[config.mk]
export PLATFORM = sky130hd
export DESIGN_NAME = vcsc_rot_cordic
export DESIGN_NICKNAME = d
export VERILOG_FILES = /design/src/rtl/vcsc_pkg.sv /design/src/rtl/vcsc_rot_cordic.sv
export SDC_FILE = /design/constraint.sdc
export NUM_CORES = 2
export LEC_CHECK = 0
export BUFFER_PORTS_ARGS = -buffer_cell sky130_fd_sc_hd__buf_2
export CAP_MARGIN = 20
export CELL_PAD_IN_SITES_DETAIL_PLACEMENT = 0
export CELL_PAD_IN_SITES_GLOBAL_PLACEMENT = 1
export CORE_MARGIN = 10
export CORE_UTILIZATION = 56
export DETAILED_ROUTE_END_ITERATION = 10
export PLACE_DENSITY = 0.95
export SYNTH_ARGS = -nofsm -noshare
export SYNTH_HDL_FRONTEND = slang
export SYNTH_SLANG_ARGS = --single-unit
[constraint.sdc]
create_clock -name clk_i -period 14.6 [get_ports clk_i]
set_clock_uncertainty 0.2 [all_clocks]
set_input_delay 1.46 -clock clk_i [delete_from_list [all_inputs] [get_ports clk_i]]
set_output_delay 1.46 -clock clk_i [all_outputs]
set_load 0.02 [all_outputs]
[src/rtl/vcsc_pkg.sv]
// ---------------------------------------------------------------------------
// vcsc_pkg
// Shared constants, widths, tables and codes of the view cone sphere cull.
// ---------------------------------------------------------------------------
`default_nettype none

package vcsc_pkg;

  localparam int MAX_OBJECTS  = 4096;
  localparam int IDX_W        = $clog2(MAX_OBJECTS);

  localparam int CORDIC_STEPS = 16;
  localparam int ATAN_LEN     = 24;
  localparam int ANGLE_W      = 32;

  localparam logic [ANGLE_W-1:0] ATAN_TAB [ATAN_LEN] = '{
    32'd536870912, 32'd316933406, 32'd167458907, 32'd85004756, 32'd42667331,
    32'd21354465,  32'd10680861,  32'd5340245,   32'd2670163,  32'd1335087,
    32'd667544,    32'd333772,    32'd166886,    32'd83443,    32'd41722,
    32'd20861,     32'd10430,     32'd5215,      32'd2608,     32'd1304,
    32'd652,       32'd326,       32'd163,       32'd81
  };

  localparam logic [ANGLE_W-1:0] CORDIC_GAIN  = 32'd652032874;
  localparam logic [ANGLE_W-1:0] TURN_QUARTER = 32'h4000_0000;
  localparam logic [ANGLE_W-1:0] TURN_HALF    = 32'h8000_0000;

  localparam int POS_W    = 25;
  localparam int DIFF_W   = POS_W + 1;
  localparam int HDG_W    = 16;
  localparam int RAD_W    = 16;
  localparam int WORLD_W  = 8;
  localparam int FAR_W    = 24;
  localparam int FOV_W    = 16;
  localparam int TRIG_W   = 32;
  localparam int ROT_W    = 34;
  localparam int SQ_W     = 2 * DIFF_W;
  localparam int LIM_W    = FAR_W + 1;
  localparam int LIMSQ_W  = 2 * LIM_W;
  localparam int ROOT_W   = 30;
  localparam int SQIN_W   = 2 * ROOT_W;
  localparam int REM_W    = ROOT_W + 3;
  localparam int SQ_PER   = 2;
  localparam int SQ_STAGES = ROOT_W / SQ_PER;
  localparam int PROD_W   = DIFF_W + TRIG_W;
  localparam int DOT_W    = 60;
  localparam int VEC_W    = 62;
  localparam int Q_SHIFT  = 30;
  localparam int NEAR_UNITS    = 2;
  localparam int ALPHA_Y_SHIFT = 28;
  localparam int ALPHA_X_SHIFT = 24;
  localparam int FOV_SHIFT     = 15;
  localparam int LIM_CMP_W     = ANGLE_W + 2;

  localparam logic [HDG_W-1:0] HDG_QUARTER = 16'h4000;

  localparam int IN_TDATA_W  = 232;
  localparam int OUT_TDATA_W = 16;
  localparam int CFG_IDX_W   = 2;
  localparam int CFG_DATA_W  = FAR_W;

  localparam logic [FAR_W-1:0] FAR_RESET  = 24'd400000;
  localparam logic [FOV_W-1:0] FOVH_RESET = 16'd32768;
  localparam logic [FOV_W-1:0] FOVV_RESET = 16'd16384;

  typedef enum logic [2:0] {
    RSN_VISIBLE = 3'd0,
    RSN_WORLD   = 3'd1,
    RSN_FAR     = 3'd2,
    RSN_BEHIND  = 3'd3,
    RSN_HORIZ   = 3'd4,
    RSN_VERT    = 3'd5
  } reason_e;

  typedef enum logic [CFG_IDX_W-1:0] {
    CFG_FAR_RANGE = 2'd0,
    CFG_FOV_H     = 2'd1,
    CFG_FOV_V     = 2'd2
  } cfg_idx_e;

endpackage

`default_nettype wire

[src/rtl/vcsc_rot_cordic.sv]
// ---------------------------------------------------------------------------
// vcsc_rot_cordic
// Pipelined rotation CORDIC, one iteration per stage, gives Q30 cos and sin.
// ---------------------------------------------------------------------------
`default_nettype none

module vcsc_rot_cordic import vcsc_pkg::*; (
  input  logic                     clk_i,
  input  logic                     en_i,
  input  logic [ANGLE_W-1:0]       ang_i,
  output logic signed [TRIG_W-1:0] cos_o,
  output logic signed [TRIG_W-1:0] sin_o
);

  localparam int N = CORDIC_STEPS;

  logic signed [ROT_W-1:0] x_d [N+1];
  logic signed [ROT_W-1:0] x_q [N+1];
  logic signed [ROT_W-1:0] y_d [N+1];
  logic signed [ROT_W-1:0] y_q [N+1];
  logic signed [ROT_W-1:0] z_d [N+1];
  logic signed [ROT_W-1:0] z_q [N+1];
  logic                    neg_d [N+1];
  logic                    neg_q [N+1];

  logic [ANGLE_W-1:0] ang_off;
  logic [ANGLE_W-1:0] ang_f;
  logic               flip;

  // fold into [-quarter, quarter) with a half-turn flip
  assign ang_off = ang_i + TURN_QUARTER;
  assign flip    = ang_off[ANGLE_W-1];
  assign ang_f   = flip ? (ang_i ^ TURN_HALF) : ang_i;

  always_comb begin
    x_d[0]   = ROT_W'(CORDIC_GAIN);
    y_d[0]   = '0;
    z_d[0]   = {{(ROT_W-ANGLE_W){ang_f[ANGLE_W-1]}}, ang_f};
    neg_d[0] = flip;
    for (int i = 0; i < N; i++) begin
      if (!z_q[i][ROT_W-1]) begin
        x_d[i+1] = x_q[i] - (y_q[i] >>> i);
        y_d[i+1] = y_q[i] + (x_q[i] >>> i);
        z_d[i+1] = z_q[i] - $signed({{(ROT_W-ANGLE_W){1'b0}}, ATAN_TAB[i]});
      end else begin
        x_d[i+1] = x_q[i] + (y_q[i] >>> i);
        y_d[i+1] = y_q[i] - (x_q[i] >>> i);
        z_d[i+1] = z_q[i] + $signed({{(ROT_W-ANGLE_W){1'b0}}, ATAN_TAB[i]});
      end
      neg_d[i+1] = neg_q[i];
    end
  end

  always_ff @(posedge clk_i) begin
    if (en_i) begin
      x_q   <= x_d;
      y_q   <= y_d;
      z_q   <= z_d;
      neg_q <= neg_d;
    end
  end

  assign cos_o = TRIG_W'(neg_q[N] ? -x_q[N] : x_q[N]);
  assign sin_o = TRIG_W'(neg_q[N] ? -y_q[N] : y_q[N]);

endmodule

`default_nettype wire

Word-level counts from Yosys, hierarchy flattened
Index checks and enable logic that the tools add are counted.
Widths: inputs -> output; s select.
Word-level totals
  flip-flop bits (word level): 1609
  input bits: 34
  logic and storage cells: 207
Cells by class
  add/subtract/negate cells: 93
  multiplexer cells: 49
  bitwise gates (word level): 1
Operators by type and width (number)
  $mux 34: 44
  $mux 32: 5
  $add 34x20->34: 2
  $add 34x21->34: 2
  $add 34x22->34: 2
  $add 34x23->34: 2
  $add 34x24->34: 2
  $add 34x25->34: 2
  $add 34x26->34: 2
  $add 34x27->34: 2
  $add 34x28->34: 2
  $add 34x29->34: 2
  $add 34x30->34: 2
  $add 34x30->34 const B: 2
  $add 34x31->34: 2
  $add 34x32->34: 2
  $sub 34x20->34: 2
  $sub 34x21->34: 2
  $sub 34x22->34: 2
  $sub 34x23->34: 2
  $sub 34x24->34: 2
  $sub 34x25->34: 2
  $sub 34x26->34: 2
  $sub 34x27->34: 2
  other kinds (41): 50

Longest topological paths before layout
  word-level depth: 2
  depth in mapped cells: 22
  depth with buffers taken out: 22

Worst setup path after synthesis
No wires, ideal clock.
  path type: flip-flop to flip-flop
  from: reg z_q[475] in the netlist's numbering
  to: reg x_q[440] in the netlist's numbering (data pin)
  arrival time: 4745 ps
  data required time: 14142 ps
  slack: 9398 ps
  cell stages (with the launch flop): 18
  path buffers: 2
  clock period less this slack: 5202 ps
  path through: edfxtp_1 > clkbuf_1 > inv_1 > clkbuf_1 > o21ai_0 > xnor2_1 > ha_1 > or3_1 > o21bai_1 > a41oi_1 > o21ai_0 > a311oi_1 > o21ai_0 > a2111oi_0 > nor3_1 > a221o_1 > a21oi_1 > xnor2_1
RTL lines
  start: declaration: line vcsc_rot_cordic.sv:22  | logic signed [ROT_W-1:0] z_q [N+1];
  start signal: assignment: line vcsc_rot_cordic.sv:58  | z_q <= z_d;
  end signal: assignment: line vcsc_rot_cordic.sv:56  | x_q <= x_d;
  end: declaration: line vcsc_rot_cordic.sv:18  | logic signed [ROT_W-1:0] x_q [N+1];

Final worst setup path
  from: reg y_q[6] in the netlist's numbering
  to: out sin_o[28]
On the way
  word-level cells in the longest chain between the ends: 2
Ends and longest elaborated chain
  start: declaration: line vcsc_rot_cordic.sv:20  | logic signed [ROT_W-1:0] y_q [N+1];
  start signal: assignment: line vcsc_rot_cordic.sv:57  | y_q <= y_d;
  $neg 32->32: line vcsc_rot_cordic.sv:64  | assign sin_o = TRIG_W'(neg_q[N] ? -y_q[N] : y_q[N]);
  $mux 32: line vcsc_rot_cordic.sv:64
  end: declaration: line vcsc_rot_cordic.sv:12  | output logic signed [TRIG_W-1:0] sin_o
No other way between the ends.

==> results.toml <==
[routing]
dr_total_vias = 99100
drt_wl_total_um = 324000
routedWlPerCell_um = 20.0
vias_per_cell = 6.12
first_iter_violations = 8630
ant_nets = 0
drcViolationCount = 0
firstDrtPassIters = 6

[synth]
synth_edf_count = 1518
yosys.area.top_type_share_pct = 36.4
ys_seq_elements = 1518
synth_fp_nets = 14400
yosysTopAreaCell = "edfxtp_1"
yosysUniqueCellTypes = 85
synth_area_um2 = 125000
synth-async-reset-ratio_pct = 0
synth-main-ff-cell = "edfxtp_1"
seq_area_frac_synth_pct = 36.4
synth_cells = 12900
yosysWarnings = 0
ys_top_cells_by_area = "edfxtp_1, ha_1, xnor2_1"
syn_area_per_cell_um2 = 9.69

[global_routing]
grt_pass1_wl_um = 513000
grt_max_degree = 199
grt_pass1_vias = 94700
grt_usage_pct = 25.6
overflow = 0
antenna_found_initial = 11

[worst_setup_path]
cp-end-kind = "primary output"
rr_endpoint = "y_q[237]$_DFFE_PP_"
cp.required_ps = 12940
r2r_cells = 19
r2r_setup_slack_ps = 8550
path_max_fanout = 4
crit_type = "flop to primary output"
r2r-start = "x_q[256]$_DFFE_PP_"
worstSetupStartpoint = "y_q[6]$_DFFE_PP_"
critPathLaunchType = "flop"
crit_arrival_ps = 4540

[placement]
dp_hpwl_um = 254000
globalplace.congestion = 0.960
io_buffer_count = 97
dpl_worst_slack_ps = 8740
placed_area_um2 = 129000
dp.cells = 15900

[clock_tree]
cts_resized = 0
clkTransAtPathRegs_ps = 60
cts_tree = "done"
hold_buffers = 0
cts_buffers = 176
root_buffer = "clkbuf_16"
clock_latency_ps = 850
clock-sinks = 1518
post_cts_buffers = 0
h-tree-depth = 4
clockBufferDepth = 3

[timing]
max-slew-margin-rel_pct = 24.4
fin_ws_ps = 8400
setup_viol = 0
timing.fmax_mhz = 161
fin_crit_ps = 6200
grt_setup_unrepaired = "false"
tightestPinTransition_ps = 1120
fin_tns_setup_ps = 0
min_period_over_period_pct = 42.4
hold_viol = 0
final_max_slew_viol_count = 0

[floorplanning]
initial_utilization_pct = 56.3
dieHeight_um = 493
row_count = 173
core_area_um2 = 222000
die_w_um = 493
io_pins = 98
dieArea_um2 = 243000

[finish]
multi_input_area_um2 = 76800
instances_no_fill = 16200
nets = 14500
syn_to_final_growth_pct = 7.97
layout.area.seq_um2 = 45600
drive_gt1_share_pct = 4.30
stdcell_area_um2 = 135000
fillCellCount = 18400

[min_path]
min_to = "neg_d[9]$_DFFE_PP_"
worstHoldStart = "neg_d[10]$_DFFE_PP_"
hold_path.class = "flop to flop"
hold_depth = 0

[flow_run]
drv_cap = 0

[status]
status = "finished, final reports clean"
-- cell families after synthesis --
logic type / after synthesis / synth area share (%)
other: 1 / 0.00300
flip-flops: 1518 / 36.4
AND/OR/NAND/NOR: 3300 / 12.6
AO/OA/AOI/OAI: 3884 / 19.7
adder cells (fa/ha/maj): 1439 / 14.6
XOR/XNOR: 1913 / 13.4
multiplexers: 123 / 1.03
buffers and inverters: 737 / 2.22
-- state kept, by name (all words and copies together) (netlist names) --
| register | cells |
|---|---|
| neg_d | 16 |
| neg_q | 1 |
| x_q | 486 |
| y_q | 509 |
| z_q | 506 |
-- worst max path at each step --
stage | end | cells after the start
floorplan | x_q[440]$_DFFE_PP_ | 17
global placement | y_q[237]$_DFFE_PP_ | 20
detailed placement | y_q[237]$_DFFE_PP_ | 19
CTS | cos_o[26] | 9
global route | y_q[237]$_DFFE_PP_ | 21
finish | sin_o[28] | 10
-- critical path, stage by stage (launching register included) --
cell	delay (ps)
edfxtp_1	460
or4_4	550
or3_1	350
or2_1	260
nand2b_1	200
or3_1	440
or4_1	460
or4_4	460
o31ai_2	230
xnor2_1	140
buf_2	180
-- Yosys cell counts, types with 63 or more instances --
| library cell | count |
|---|---|
| inv_1 | 560 |
| xnor2_1 | 1247 |
| nor2_1 | 1122 |
| nand4_1 | 81 |
| or3_1 | 93 |
| a31oi_1 | 137 |
| clkbuf_1 | 134 |
| nand2b_1 | 200 |
| o21bai_1 | 170 |
| o31ai_1 | 63 |
| nand2_1 | 657 |
| o21a_1 | 195 |
| nor2b_1 | 173 |
| a21oi_1 | 1384 |
| nand3_1 | 206 |
| and3_1 | 99 |
| ha_1 | 1395 |
| a211oi_1 | 117 |
| xor2_1 | 666 |
| o21ai_0 | 609 |
| mux2i_1 | 75 |
| nor3_1 | 330 |
| nor4_1 | 86 |
| a21o_1 | 705 |
| edfxtp_1 | 1518 |
-- final cells by class --
type / count / area share, %
inverters: 563 / 1.56
diodes: 2 / 0.00370
multi-input cells: 10700 / 56.8
clock inverters: 116 / 1.03
flip-flops and latches: 1518 / 33.7
repair buffers: 154 / 0.738
well taps: 2975 / 2.75
clock buffers: 207 / 3.36
-- through the flow --
stage                     hold WS (ps)  util [%]
after global routing               215      60.8
after global placement             201      58.1
after detailed placement           205      58.1
after CTS                          193      60.8
final                              203      60.8
after floorplan                    200         -
-- per-layer routing --
layer	track usage, %	vias up	wire, µm
met5	0	-	41
met4	7.58	6	10000
met3	3.42	538	19500
met2	42.0	2864	148000
met1	35.4	47500	147000
li1	-	48200	-
-- cell usage in the layout, fill, tap and decap left out, types with 63 or more instances in the layout --
master and count:
edfxtp_1 1518, ha_1 1395, a21oi_1 1384, xnor2_1 1247, nor2_1 1122, a21o_1 705
xor2_1 666, nand2_1 657, o21ai_0 609, inv_1 560, nor3_1 330, nand3_1 206
nand2b_1 200, o21a_1 195, clkbuf_16 177, nor2b_1 173, o21bai_1 170, a31oi_1 137
a211oi_1 117, and3_1 99, buf_2 98, or3_1 93, nor4_1 86, nand4_1 81
mux2i_1 75, o31ai_1 63
Power is not shown: default switching activity piles up to over one toggle a cycle in this logic, so the estimate is an artifact.
