<file path="src/rtl/vcsc_pkg.sv">
// ---------------------------------------------------------------------------
// vcsc_pkg
// Shared constants, widths, tables and codes of the view cone sphere cull.
// ---------------------------------------------------------------------------
`default_nettype none

package vcsc_pkg;

  localparam int MAX_OBJECTS  = 4096;
  localparam int IDX_W        = $clog2(MAX_OBJECTS);

  localparam int CORDIC_STEPS = 16;
  localparam int ATAN_LEN     = 24;
  localparam int ANGLE_W      = 32;

  localparam logic [ANGLE_W-1:0] ATAN_TAB [ATAN_LEN] = '{
    32'd536870912, 32'd316933406, 32'd167458907, 32'd85004756, 32'd42667331,
    32'd21354465,  32'd10680861,  32'd5340245,   32'd2670163,  32'd1335087,
    32'd667544,    32'd333772,    32'd166886,    32'd83443,    32'd41722,
    32'd20861,     32'd10430,     32'd5215,      32'd2608,     32'd1304,
    32'd652,       32'd326,       32'd163,       32'd81
  };

  localparam logic [ANGLE_W-1:0] CORDIC_GAIN  = 32'd652032874;
  localparam logic [ANGLE_W-1:0] TURN_QUARTER = 32'h4000_0000;
  localparam logic [ANGLE_W-1:0] TURN_HALF    = 32'h8000_0000;

  localparam int POS_W    = 25;
  localparam int DIFF_W   = POS_W + 1;
  localparam int HDG_W    = 16;
  localparam int RAD_W    = 16;
  localparam int WORLD_W  = 8;
  localparam int FAR_W    = 24;
  localparam int FOV_W    = 16;
  localparam int TRIG_W   = 32;
  localparam int ROT_W    = 34;
  localparam int SQ_W     = 2 * DIFF_W;
  localparam int LIM_W    = FAR_W + 1;
  localparam int LIMSQ_W  = 2 * LIM_W;
  localparam int ROOT_W   = 30;
  localparam int SQIN_W   = 2 * ROOT_W;
  localparam int REM_W    = ROOT_W + 3;
  localparam int SQ_PER   = 2;
  localparam int SQ_STAGES = ROOT_W / SQ_PER;
  localparam int PROD_W   = DIFF_W + TRIG_W;
  localparam int DOT_W    = 60;
  localparam int VEC_W    = 62;
  localparam int Q_SHIFT  = 30;
  localparam int NEAR_UNITS    = 2;
  localparam int ALPHA_Y_SHIFT = 28;
  localparam int ALPHA_X_SHIFT = 24;
  localparam int FOV_SHIFT     = 15;
  localparam int LIM_CMP_W     = ANGLE_W + 2;

  localparam logic [HDG_W-1:0] HDG_QUARTER = 16'h4000;

  localparam int IN_TDATA_W  = 232;
  localparam int OUT_TDATA_W = 16;
  localparam int CFG_IDX_W   = 2;
  localparam int CFG_DATA_W  = FAR_W;

  localparam logic [FAR_W-1:0] FAR_RESET  = 24'd400000;
  localparam logic [FOV_W-1:0] FOVH_RESET = 16'd32768;
  localparam logic [FOV_W-1:0] FOVV_RESET = 16'd16384;

  typedef enum logic [2:0] {
    RSN_VISIBLE = 3'd0,
    RSN_WORLD   = 3'd1,
    RSN_FAR     = 3'd2,
    RSN_BEHIND  = 3'd3,
    RSN_HORIZ   = 3'd4,
    RSN_VERT    = 3'd5
  } reason_e;

  typedef enum logic [CFG_IDX_W-1:0] {
    CFG_FAR_RANGE = 2'd0,
    CFG_FOV_H     = 2'd1,
    CFG_FOV_V     = 2'd2
  } cfg_idx_e;

endpackage

`default_nettype wire

</file>
<file path="src/rtl/vcsc_isqrt.sv">
// ---------------------------------------------------------------------------
// vcsc_isqrt
// Pipelined digit-by-digit integer square root, two root bits per stage.
// ---------------------------------------------------------------------------
`default_nettype none

module vcsc_isqrt import vcsc_pkg::*; (
  input  logic              clk_i,
  input  logic              en_i,
  input  logic [SQIN_W-1:0] n_i,
  output logic [ROOT_W-1:0] root_o
);

  logic [SQIN_W-1:0] m_d    [SQ_STAGES];
  logic [SQIN_W-1:0] m_q    [SQ_STAGES];
  logic [REM_W-1:0]  rem_d  [SQ_STAGES];
  logic [REM_W-1:0]  rem_q  [SQ_STAGES];
  logic [ROOT_W-1:0] root_d [SQ_STAGES];
  logic [ROOT_W-1:0] root_q [SQ_STAGES];

  logic [SQIN_W-1:0] m_t;
  logic [REM_W-1:0]  rem_t;
  logic [ROOT_W-1:0] root_t;
  logic [REM_W-1:0]  trial;

  always_comb begin
    m_t    = '0;
    rem_t  = '0;
    root_t = '0;
    trial  = '0;
    for (int s = 0; s < SQ_STAGES; s++) begin
      if (s == 0) begin
        m_t    = n_i;
        rem_t  = '0;
        root_t = '0;
      end else begin
        m_t    = m_q[s-1];
        rem_t  = rem_q[s-1];
        root_t = root_q[s-1];
      end
      for (int j = 0; j < SQ_PER; j++) begin
        rem_t = {rem_t[REM_W-3:0], m_t[SQIN_W-1 -: 2]};
        m_t   = m_t << 2;
        trial = {{(REM_W-ROOT_W-2){1'b0}}, root_t, 2'b01};
        if (rem_t >= trial) begin
          rem_t  = rem_t - trial;
          root_t = {root_t[ROOT_W-2:0], 1'b1};
        end else begin
          root_t = {root_t[ROOT_W-2:0], 1'b0};
        end
      end
      m_d[s]    = m_t;
      rem_d[s]  = rem_t;
      root_d[s] = root_t;
    end
  end

  always_ff @(posedge clk_i) begin
    if (en_i) begin
      m_q    <= m_d;
      rem_q  <= rem_d;
      root_q <= root_d;
    end
  end

  assign root_o = root_q[SQ_STAGES-1];

endmodule

`default_nettype wire

</file>
<file path="config.mk">
export PLATFORM = sky130hd
export DESIGN_NAME = vcsc_isqrt
export DESIGN_NICKNAME = d
export VERILOG_FILES = /design/src/rtl/vcsc_pkg.sv /design/src/rtl/vcsc_isqrt.sv
export SDC_FILE = /design/constraint.sdc
export NUM_CORES = 2
export LEC_CHECK = 0
export BUFFER_PORTS_ARGS = -buffer_cell sky130_fd_sc_hd__buf_2
export CAP_MARGIN = 10
export CORE_UTILIZATION = 58
export DETAILED_ROUTE_END_ITERATION = 8
export PLACE_DENSITY = 0.77
export SYNTH_ARGS = -nofsm -noshare
export SYNTH_HDL_FRONTEND = slang
export SYNTH_SLANG_ARGS = --single-unit
export TNS_END_PERCENT = 10
</file>
<file path="constraint.sdc">
create_clock -name clk_i -period 5.87 [get_ports clk_i]
set_input_delay 0.8805 -clock clk_i [delete_from_list [all_inputs] [get_ports clk_i]]
set_output_delay 0.8805 -clock clk_i [all_outputs]
set_load 0.01 [all_outputs]
</file>
### Word-level counts from Yosys, hierarchy flattened

Cells that the tools add are included.

| storage, ports and cells | value |
|---|---|
| bits in registers | 1,094 |
| input bits | 62 |
| output and inout port bits | 30 |
| logic and storage cells | 161 |

| cells by class | value |
|---|---|
| add/sub/neg operators | 29 |
| magnitude comparators | 30 |
| multiplexer cells | 59 |

Operators by type and width:

| cell | count |
|---|---|
| $mux 31 | 29 |
| $ge 33x10->1 | 1 |
| $ge 33x11->1 | 1 |
| $ge 33x12->1 | 1 |
| $ge 33x13->1 | 1 |
| $ge 33x14->1 | 1 |
| $ge 33x15->1 | 1 |
| $ge 33x16->1 | 1 |
| $ge 33x17->1 | 1 |
| $ge 33x18->1 | 1 |
| $ge 33x19->1 | 1 |
| $ge 33x20->1 | 1 |
| $ge 33x21->1 | 1 |
| $ge 33x22->1 | 1 |
| $ge 33x23->1 | 1 |
| $ge 33x24->1 | 1 |
| $ge 33x25->1 | 1 |
| $ge 33x26->1 | 1 |
| $ge 33x27->1 | 1 |
| $ge 33x28->1 | 1 |
| $ge 33x29->1 | 1 |
| $ge 33x3->1 | 1 |
| $ge 33x30->1 | 1 |
| $ge 33x31->1 | 1 |
| other kinds (37) | 66 |

### Depth between registers and ports, before layout

| depth | value |
|---|---|
| depth after elaboration | 4 |
| mapped depth | 31 |

### Worst setup path before layout

OpenSTA, ideal clock, no wires.

| timing path | value |
|---|---|
| path kind | reg2reg |
| start | register rem_q[70] (netlist name) |
| end | register rem_q[58] (netlist name) (data pin) |
| library setup time | 0.260 ns |
| data arrival time | 5.945 ns |
| slack | -0.335 ns |
| cell stages (with the launch flop) | 25 |
| period minus slack after synthesis | 6.205 ns |
| cell sequence | edfxtp_1 ha_1 a21oi_1 o21ai_0 a221oi_1 a2111oi_2 nor2_1 nand2_1 inv_1 clkbuf_1 clkbuf_1 o21ai_0 ha_1 clkbuf_1 inv_1 or3_1 or4_1 or3_1 a31oi_1 a221oi_1 and2_1 clkbuf_1 inv_2 buf_1 mux2_2 |

RTL lines:

| item | RTL line | text |
|---|---|---|
| start: declaration | vcsc_isqrt.sv:17 | `logic [REM_W-1:0] rem_q [SQ_STAGES];` |
| start signal: assignment | vcsc_isqrt.sv:61 | `rem_q <= rem_d;` |

==> results.py <==
metrics = {
    "cts": {
        "cts.sinks": 1074,
        "numCtsBuffers": 111,
        "clockBufferDepth": 3,
        "root_buffer": "clkbuf_16",
        "path_clk_slew_ns": 0.06,
        "cts_tree": "done",
        "insertion_delay_ns": 0.76,
        "cts_hold_buffers": 0,
        "cts_htree_levels": 3,
    },
    "floorplanning": {
        "rows": 127,
        "dieArea_mm2": 0.123,
        "die_h_um": 351,
        "pin_count": 92,
        "start_util_pct": 58.7,
        "core-area_mm2": 0.120,
        "die_w_um": 351,
    },
    "placed_design": {
        "place_hpwl_um": 140000,
        "dp_cells": 8898,
        "routabilityCongestion": 0.961,
        "io_buffers": 91,
    },
    "global_route": {
        "grt_pass1_wl_um": 282000,
        "grt-ovfl-total": 0,
        "track_usage_pct": 28.9,
        "grt_max_degree": 158,
        "grt_pass1_vias": 51935,
        "antenna_found_initial": 3,
    },
    "synthesis": {
        "synthFlopType": "edfxtp_1",
        "ys_seq_area_share_pct": 45.7,
        "ys_types": 109,
        "yosysWarnings": 0,
        "synth_top_area_share_pct": 45.7,
        "synth.largest_area_cell": "edfxtp_1",
        "netlist_instances": 7044,
        "synthArstFlopShare_pct": 0,
        "synth_area_mm2": 0.0706,
        "ys_seq_elements": 1074,
        "avgSynthCellArea_um2": 10.0,
        "synth.area.top_cells": "edfxtp_1 46%, ha_1 8.7%, xnor2_1 5.4%",
        "synth_edf_count": 1074,
    },
    "pwr": {
        "swShare_pct": 38.2,
        "intPower_mw": 22.2,
        "combPwrFrac_pct": 46.6,
        "seqPwrFrac_pct": 31.4,
        "total_power_mw": 35.9,
        "power_per_cell_area_mw_per_mm2": 450,
        "p_clk_share_pct": 21.9,
        "p_leak_nw": 31.9,
        "ir_drop_uv": 421,
        "p_sw_mw": 13.7,
    },
    "final_layout": {
        "drive_gt1_share_pct": 12.1,
        "num-fill-cells": 9399,
        "area_growth_pct": 13.1,
        "fin_nets": 7966,
        "finalNonFillerCells": 9122,
    },
    "route": {
        "drtPass1Iterations": 6,
        "routedWlPerCell_um": 19.9,
        "routed_wl_um": 182000,
        "dr.first_iter.drc_count": 5325,
        "via_count": 55974,
        "routed_via_density": 6.14,
        "drc_errors": 0,
        "drt.antenna.violating_nets": 0,
    },
    "sta": {
        "clock_skew_ns": 0.0699,
        "fmax_mhz": 176,
        "finalCritPeriodShare_pct": 96.9,
        "rsz0062_at_grt": "true",
        "maxSlewViolCount": 0,
        "setup_viol": 0,
        "slew_headroom_pct": 33.4,
        "tightestPinTransition_ns": 0.993,
        "hold_violations": 0,
        "layout_min_cycle_time_ns": 5.69,
    },
    "setup_path": {
        "reg2reg_slack_ns": 0.18,
        "cp.arrival_ns": 6.16,
        "path_delay_family": "simple AND/OR/NAND/NOR gates",
        "r2r-end": "rem_q[42]$_DFFE_PP_",
        "crit_type": "reg2reg",
        "worstReg2RegStart": "rem_q[66]$_DFFE_PP_",
        "cp.depth": 22,
        "crit_start": "rem_q[66]$_DFFE_PP_",
        "cp.required_ns": 6.34,
        "critPathLaunchType": "flip-flop",
        "worstRegToRegCells": 22,
        "path_cells": "ha_4 > nor2b_1 > o31a_1 > o211ai_1 > nand2_1 > a21o_1 > a21o_1 > nand3_1 > and2_1 > o21ai_0 > xnor2_1 > o21ai_0 > ha_1 > inv_1 > or3_1 > or4_4 > or3_4 > a31oi_4 > a221oi_2 > and2_2 > inv_8 > mux2_2",
        "cp_max_fo": 12,
        "critPathBufInv": 2,
        "end_kind": "flip-flop",
        "slowest_stage": "or4_4",
        "critPathMaxStageDelay_ns": 0.52,
    },
    "run": {
        "cap_violations": 0,
    },
    "hold_path": {
        "hold_class": "in2reg",
        "min_from": "n_i[8]",
        "hold_path_depth": 1,
        "min_to": "m_d[796]$_DFFE_PP_",
    },
    "outcome": {
        "status": "completed",
    },
}
## final cells by class
cell class	instances	area (µm²)	area share [%]
clock buffer	121	2820	3.53
multi-input combinational	5348	36400	45.6
clock inverter	89	1350	1.69
sequential	1074	32300	40.4
tap	1612	2020	2.53
inverter	426	1620	2.02
timing repair buffer	451	3350	4.20
antenna	1	2.50	0.00314
## cells by family (layout without fill, tap and decap cells)
kind of cell             after synthesis  count (layout)  share of synthesized area, %
adder cells (fa/ha/maj)              492             492                          8.72
AO/OA/AOI/OAI                       1772            1772                          16.0
buffers and inverters                624            1087                          3.38
XOR/XNOR                             653             653                          8.12
multiplexers                          96              96                          1.49
flip-flops                          1074            1074                          45.7
other                                  1               4                       0.00531
AND/OR/NAND/NOR                     2332            2332                          16.6
## cell usage after synthesis (all sizes together) (77+ instances only)
cell type and instances:
edfxtp 1074, nand2 576, nor4 93, nand4 107, nor2 607, ha 492
nand2b 77, inv 423, xnor2 437, clkbuf 147, a21oi 582, nor3 182
or3 88, nand3 182, a21o 211, xor2 216, o21ai 367
## layer usage
layer  track usage (%)  vias to the layer above  wire length (µm)
met2              45.5                     2041             82000
met3              3.44                      251             13500
met1              42.4                    26788             82600
met5                 0                        -                 0
met4              6.96                        0              3750
li1                  -                    26894                 -
## power groups by stage
stage	sequential (mW)	combinational [mW]	clock, mW
after CTS	11.3	16.3	8.03
after floorplan	10.9	11.8	0
final	11.3	16.7	7.87
after detailed placement	11.4	16.2	0
after global routing	11.4	18.4	8.30
after global placement	11.4	15.9	0
## sequential cells by signal, indices dropped and copies added, names as in the netlist
| signal | count |
|---|---|
| root_o | 30 |
| m_d | 364 |
| m_q | 56 |
| root_q | 210 |
| rem_q | 414 |
## timing repair
item	4_1_cts	5_1_grt
endpoints found under the setup margin	44	266
pin swaps	1	11
gates resized for setup	11	106
buffers inserted	1	12
## worst max path at each step
stage,to,slack (ns)
2_1_floorplan,rem_q[58]$_DFFE_PP_,-0.05
3_3_place_gp,rem_q[304]$_DFFE_PP_,-0.12
3_5_place_dp,rem_q[101]$_DFFE_PP_,-0.1
4_1_cts,rem_q[35]$_DFFE_PP_,0.01
5_1_grt,rem_q[70]$_DFFE_PP_,-0.04
6_report,rem_q[42]$_DFFE_PP_,0.18
## stage by stage
| stage | hold slack [ns] | utilization, % | TNS [ns] | setup slack [ns] | instance area, µm² |
|---|---|---|---|---|---|
| 4_1_cts | 0.235 | 65.9 | 0 | 0.0135 | 79300 |
| 2_1_floorplan | 0.400 | - | -0.0503 | -0.0503 | 70600 |
| 3_3_place_gp | 0.400 | 62.4 | -1.12 | -0.115 | 75100 |
| 6_report | 0.289 | 66.3 | 0 | 0.183 | 79800 |
| 5_1_grt | 0.259 | 66.3 | -0.365 | -0.0410 | 79800 |
| 3_5_place_dp | 0.405 | 62.4 | -0.794 | -0.0956 | 75100 |
## placed cells by master, fill, tap and decap left out, types with 32 or more instances in the layout
cell type,Yosys,layout
o31ai_1,53,44
a31oi_1,55,52
or3_1,87,85
nor3b_1,36,34
o211ai_1,34,34
o21a_1,72,72
or4_1,42,41
and2_1,48,47
ha_1,492,486
o21ai_0,359,346
nand2b_1,77,76
nor3_1,180,175
buf_4,2,339
clkbuf_16,0,111
nand3_1,182,181
nor2b_1,74,74
buf_2,20,90
a211oi_1,53,48
or2_2,32,32
nor4_1,85,78
nand2_1,575,574
nand4_1,106,106
nor2_1,606,604
a21oi_1,582,571
a21o_1,211,210
inv_1,414,411
edfxtp_1,1074,1074
o21bai_1,49,49
and3_1,67,67
mux2_2,74,74
xnor2_1,436,436
xor2_1,216,216
Power figures use the tool's default switching activity.
